File: src/rtl/smx_pkg.sv
// ----------------------------------------------------------------------------
// smx_pkg
// Types and constants shared by the stack machine executor and its divider.
// ----------------------------------------------------------------------------
package smx_pkg;

   localparam int DATA_W    = 32;
   localparam int FIELD_W   = 30;
   localparam int DIV_STEPS = DATA_W;

   // Instruction header values that push a literal. Every other header
   // selects a primitive.
   localparam logic [1:0] HDR_PUSH     = 2'b00;
   localparam logic [1:0] HDR_PUSH_NEG = 2'b10;

   typedef enum logic [2:0] {
      PRIM_HALT    = 3'd0,
      PRIM_ADD     = 3'd1,
      PRIM_SUB     = 3'd2,
      PRIM_MUL     = 3'd3,
      PRIM_DIV     = 3'd4,
      PRIM_MOD     = 3'd5,
      PRIM_PRN_NUM = 3'd6,
      PRIM_PRN_CHR = 3'd7
   } prim_type;

   typedef enum logic [2:0] {
      EV_NONE      = 3'd0,
      EV_PRINT_NUM = 3'd1,
      EV_PRINT_CHR = 3'd2,
      EV_HALTED    = 3'd3,
      EV_DIV_ZERO  = 3'd4,
      EV_UNDERFLOW = 3'd5,
      EV_OVERFLOW  = 3'd6,
      EV_IGNORED   = 3'd7
   } event_type;

   typedef enum logic [2:0] {
      S_IDLE,
      S_EXEC,
      S_DIV_WAIT,
      S_WRITE,
      S_RESULT
   } state_type;

endpackage

File: src/rtl/smx_divider.sv
// ----------------------------------------------------------------------------
// smx_divider
// Unsigned restoring divider, one quotient bit per cycle.
// ----------------------------------------------------------------------------
module smx_divider (
   input  logic                       clock,
   input  logic                       reset,
   input  logic                       start,
   input  logic [smx_pkg::DATA_W-1:0] dividend,
   input  logic [smx_pkg::DATA_W-1:0] divisor,
   output logic                       done,
   output logic [smx_pkg::DATA_W-1:0] quotient,
   output logic [smx_pkg::DATA_W-1:0] remainder
);

   localparam int W     = smx_pkg::DATA_W;
   localparam int STEPS = smx_pkg::DIV_STEPS;
   localparam int CNT_W = $clog2(STEPS);

   logic             busy_ff, busy_in;
   logic             done_ff, done_in;
   logic [CNT_W-1:0] cnt_ff, cnt_in;
   logic [W-1:0]     quo_ff, quo_in;
   logic [W-1:0]     rem_ff, rem_in;
   logic [W-1:0]     dvs_ff, dvs_in;
   logic [W:0]       shifted;
   logic [W:0]       diff;

   always_comb begin
      shifted = {rem_ff, quo_ff[W-1]};
      diff    = shifted - {1'b0, dvs_ff};
      busy_in = busy_ff;
      done_in = 1'b0;
      cnt_in  = cnt_ff;
      quo_in  = quo_ff;
      rem_in  = rem_ff;
      dvs_in  = dvs_ff;
      if (start) begin
         busy_in = 1'b1;
         cnt_in  = '0;
         quo_in  = dividend;
         rem_in  = '0;
         dvs_in  = divisor;
      end else if (busy_ff) begin
         // The partial remainder stays below the divisor, so a non-negative
         // difference always fits back into W bits.
         if (!diff[W]) begin
            rem_in = diff[W-1:0];
         end else begin
            rem_in = shifted[W-1:0];
         end
         quo_in = {quo_ff[W-2:0], !diff[W]};
         cnt_in = cnt_ff + 1'b1;
         if (cnt_ff == CNT_W'(STEPS - 1)) begin
            busy_in = 1'b0;
            done_in = 1'b1;
         end
      end
   end

   always_ff @(posedge clock) begin
      if (reset) begin
         busy_ff <= 1'b0;
         done_ff <= 1'b0;
         cnt_ff  <= '0;
      end else begin
         busy_ff <= busy_in;
         done_ff <= done_in;
         cnt_ff  <= cnt_in;
      end
      quo_ff <= quo_in;
      rem_ff <= rem_in;
      dvs_ff <= dvs_in;
   end

   assign done      = done_ff;
   assign quotient  = quo_ff;
   assign remainder = rem_ff;

endmodule

File: config.mk
export PLATFORM = sky130hd
export DESIGN_NAME = smx_divider
export DESIGN_NICKNAME = d
export VERILOG_FILES = /design/src/rtl/smx_pkg.sv /design/src/rtl/smx_divider.sv
export SDC_FILE = /design/constraint.sdc
export NUM_CORES = 1
export LEC_CHECK = 0
export BUFFER_PORTS_ARGS = -buffer_cell sky130_fd_sc_hd__buf_2
export CAP_MARGIN = 10
export CORE_MARGIN = 1
export CORE_UTILIZATION = 39
export CTS_CLUSTER_DIAMETER = 150
export DETAILED_ROUTE_END_ITERATION = 10
export PLACE_DENSITY_LB_ADDON = 0.08
export SLEW_MARGIN = 20
export SYNTH_ARGS = -nofsm -noshare
export SYNTH_HDL_FRONTEND = slang
export SYNTH_SLANG_ARGS = --single-unit
File: constraint.sdc
create_clock -name clock -period 4.88 [get_ports clock]
set_clock_uncertainty 0.05 [all_clocks]
set_input_delay 0.488 -clock clock [delete_from_list [all_inputs] [get_ports clock]]
set_output_delay 0.488 -clock clock [all_outputs]
set_load 0.05 [all_outputs]
==> After elaboration in Yosys (flattened, before gate mapping) <==
Cells that the tools add are included.
{ "op_classes": {"n_addsub": 2, "n_eq_ne": 1, "n_mux": 7, "bitwise": 1, "reduce_logical": 4} }
{ "op_table": {"columns": ["operator", "count"], "rows": [
  ["32-bit 2-to-1 mux", 3],
  ["33-bit by 32-bit subtractor with 33-bit output", 1],
  ["5-bit by 1-bit adder with 5-bit output (second input constant)", 1],
  ["5-bit == test (second input constant)", 1],
  ["1-bit 2-to-1 mux", 4],
  ["3-bit OR reduction", 1],
  ["2-bit nonzero test", 1],
  ["2-bit OR reduction", 1],
  ["1-bit zero test", 1],
  ["1-bit inverter", 1]
]} }
{ "totals": {"register_bits": 103, "output_inout_bits": 65, "wordCells": 21} }

==> Depth between registers and ports, before layout <==
{ "logic_depth": {"ltp_word": 4, "ltp_mapped": 14, "ltp_nobuf": 13} }

==> Worst setup path before layout <==
OpenSTA, ideal clock, no wires.
{ "synth_timing": {"path_type": "reg-to-reg", "from": "reg rem_ff[24], in the netlist remainder[24]", "to": "reg rem_ff[5], in the netlist remainder[5]", "arrival_ns": 3.487, "required_time_ns": 4.691, "path_slack_ns": 1.204, "stages_incl_launch_ff": 14, "cell_sequence": "dfxtp_1 > ha_1 > buf_6 > a21o_1 > a21oi_1 > nor2_1 > o41a_1 > or4_1 > a41oi_2 > xnor2_1 > buf_6 > buf_2 > mux2i_1 > a211oi_1"} }
{ "synth_via": {"elab_chain_cells": 2} }
{ "synth_rtl": {"columns": ["element", "line_no", "text"], "rows": [
  ["from (decl)", "smx_divider.sv:24", "logic [W-1:0] rem_ff, rem_in;"],
  ["from (signal assigned)", "smx_divider.sv:72", "rem_ff <= rem_in;"],
  ["33-bit by 32-bit subtractor with 33-bit output", "smx_divider.sv:31", "diff = shifted - {1'b0, dvs_ff};"],
  ["32-bit 2-to-1 mux", "smx_divider.sv:47", "if (!diff[W]) begin"]
]} }
No other way between the ends.
A chain may end at the register's enable or synchronous reset.

==> Final worst setup path <==
{ "layout_timing": {"from": "reg rem_ff[24], in the netlist remainder[24]", "to": "reg rem_ff[23], in the netlist remainder[23]"} }
The elaborated chain is that of the path after synthesis.

==> flow_summary.ini <==
[power]
seqPwrFrac_pct = 42.5
leakage_nw = 3.05
switching_share_pct = 34.6
pwr-share-comb_pct = 30.0
power.share.clock_pct = 27.5
p_int_mw = 1.63
cellPowerDensity_nw_per_um2 = 359
p_switching_mw = 0.860
max-vdd-ir-drop_mv = 0.254

[clocking]
ctsResizeCount = 0
cts_setup_buffers = 0
insertion_delay_ns = 0.35
cts_root_buf = clkbuf_16
hold_buffers = 0
cts_buffers = 9
clk_pin_slew_ns = 0.07
clock_sinks = 103
h-tree-depth = 3
cts_max_path_buffers = 2
cts_tree = built

[worst_setup_path]
crit_fanout = 30
start_kind = register
critPathKind = register to register
worst_ep_required_time_ns = 5.08
arrival_ns = 3.94
cp-end-kind = register

[die]
dieHeight_um = 124
ios = 132
start_util_pct = 40.1
die_x_um = 124
rows = 44
core_area_um2 = 14600
fp.dieArea_um2 = 15500

[sta]
setup_tns_ns = 0
rsz0062_at_grt = no
finalHoldViolations = 0
fmax_ghz = 0.268
setup-violations-final = 0
min_period_over_period_pct = 76.5
fin_crit_ns = 3.74
slew_headroom_pct = 44.0
drv_slew = 0
worst_pin_slew_ns = 0.841
hold_ws_ns = 0.236

[global_route]
gr-total-overflow = 0
grtUsageTotal_pct = 17.1
antenna_found_initial = 0
grt_pass1_wl_um = 21600
grt_max_degree = 74
grt_pass1_vias = 4464

[yosys]
synth_cell_types = 52
syn_area_per_cell_um2 = 10.4
synth_area_um2 = 5850
synth-adder-area-share_pct = 7.62
syn_inst = 561
syn-num-nets = 663
synth-simple-area-share_pct = 11.0
synth_top_flop_cell = edfxtp_1
synth_compound_area_share_pct = 14.8
ys_ff_latch = 103
synth_edf_count = 64
synth_mux_area_share_pct = 11.4
synth_xor_area_share_pct = 4.34
yosys_warnings = 0
synthArstFlopShare_pct = 0
synth_top_family_by_area = compound AO/OA/AOI/OAI gates
yosysSeqAreaShare_pct = 46.2

[detailed_routing]
vias = 4490
wire_per_inst_um = 14.8
antenna_left = 0
wirelength_um = 12900
drc_errors = 0
drt_first_pass_iters = 4
avgViaCountPerCell = 5.18
drt_iter0_drc = 162

[final_layout]
diodes = 0
drive_gt1_share_pct = 28.7
nets = 780
syn_to_final_growth_pct = 18.4

[placed_design]
numPortBuffers = 131
hpwlAfterDp_um = 9420
place_congestion = 0.782

[outcome]
outcome = finished, final reports clean

[run]
maxCapViolCount = 0

[hold_path]
min_path_type = input pin to register
placed cells by master, fill, tap and decap left out, types with 30 or more instances in the layout:
cell,Yosys,layout
nor2_1,53,53
mux2_2,34,34
nand2_1,30,30
ha_1,34,34
edfxtp_1,64,64
a21oi_1,35,35
buf_2,2,130
inv_1,39,39
dfxtp_1,39,38
power by group through the flow:
stage	combinational (mW)	clock [mW]	sequential (mW)
after global routing	0.814	0.743	1.07
after global placement	0.742	0	1.07
after CTS	0.751	0.713	1.06
final	0.745	0.685	1.06
after detailed placement	0.749	0	1.07
after floorplan	0.404	0	1.25
stage by stage:
stage               worst slack [ns]  utilization, %  area (um2)  total power, mW  instances
global route                   0.758            47.5        6920             2.62        867
finish                          1.14            47.5        6920             2.49        867
floorplan                       1.20               -        5850             1.65        561
CTS                             1.11            47.5        6920             2.52        867
global placement                1.27            45.6        6650             1.82        851
detailed placement              1.18            45.6        6650             1.82        851
state kept, by name, summed over array words and instances (netlist names):
| register | cells |
|---|---|
| busy_ff | 1 |
| done | 1 |
| dvs_ff | 32 |
| cnt_ff | 5 |
| quotient | 32 |
| remainder | 32 |
metal layers:
metal	track usage (%)	share of wire (%)	vias to the layer above
met3	5.84	6.4	14
li1	-	-	2276
met4	5.24	1.3	0
met5	0	0	-
met1	20.8	45	2088
met2	28.3	47	112
cell type report:
class | instances | area [um2]
clock buffer | 10 | 229
clock inverter | 6 | 45.0
fill | 1394 | 7670
inverter | 39 | 146
multi-input combinational | 390 | 2880
sequential | 103 | 2700
tap | 184 | 230
timing repair buffer | 135 | 688
cells in the mapped netlist (all sizes together), types with 2 or more instances:
master / n / share of area, %
ha: 34 / 7.3
buf: 6 / 0.68
o21bai: 3 / 0.39
nand4: 5 / 0.53
o2111ai: 2 / 0.30
nand2b: 10 / 1.1
mux2: 35 / 6.8
edfxtp: 64 / 33
o211ai: 3 / 0.39
xor2: 12 / 1.8
xnor2: 17 / 2.5
a21o: 11 / 1.4
nand2: 30 / 1.9
a21oi: 35 / 3.0
nand3b: 3 / 0.39
a211o: 4 / 0.60
a31oi: 5 / 0.53
or3: 4 / 0.43
nand3: 10 / 0.86
a311oi: 4 / 0.60
and3: 2 / 0.21
mux2i: 27 / 4.6
o21a: 4 / 0.51
and4: 2 / 0.30
or2: 5 / 0.53
dfxtp: 39 / 13
nor2b: 6 / 0.64
clkbuf: 23 / 1.5
nor3: 2 / 0.17
nor2: 53 / 3.4
inv: 39 / 2.5
o21ai: 19 / 1.6
a211oi: 28 / 3.7
critical path: stages (launching register included):
cell and delay (ns):
dfxtp_1 0.33, ha_1 0.42, a21o_1 0.23, a21oi_1 0.15, nor2_1 0.06, o41a_1 0.41, or4_1 0.56, a41oi_2 0.23
xnor2_2 0.15, buf_4 0.41, nand2_1 0.10, mux2_2 0.28, a311oi_1 0.25
logic make-up after synthesis:
kind of cell               Yosys count
and+or+nand+nor                    136
AOI/OAI and AO/OA                  128
DFF                                103
buffers and inverters               68
muxes                               62
adders and majority gates           35
xor gates and xnor gates            29
worst paths after layout:
path / startpoint / cells past startpoint / slack (ns) / to
worst max-delay path: remainder[24]$_SDFFE_PP0P_ / 12 / 1.14 / remainder[23]$_SDFFE_PP0P_
worst min-delay path: reset / 2 / 0.24 / busy_ff$_SDFF_PP0_
worst max register to register: remainder[24]$_SDFFE_PP0P_ / 12 / 1.14 / remainder[23]$_SDFFE_PP0P_
worst min register to register: cnt_ff[4]$_SDFFE_PP0P_ / 2 / 0.46 / cnt_ff[4]$_SDFFE_PP0P_
Power figures use the tool's default switching activity.
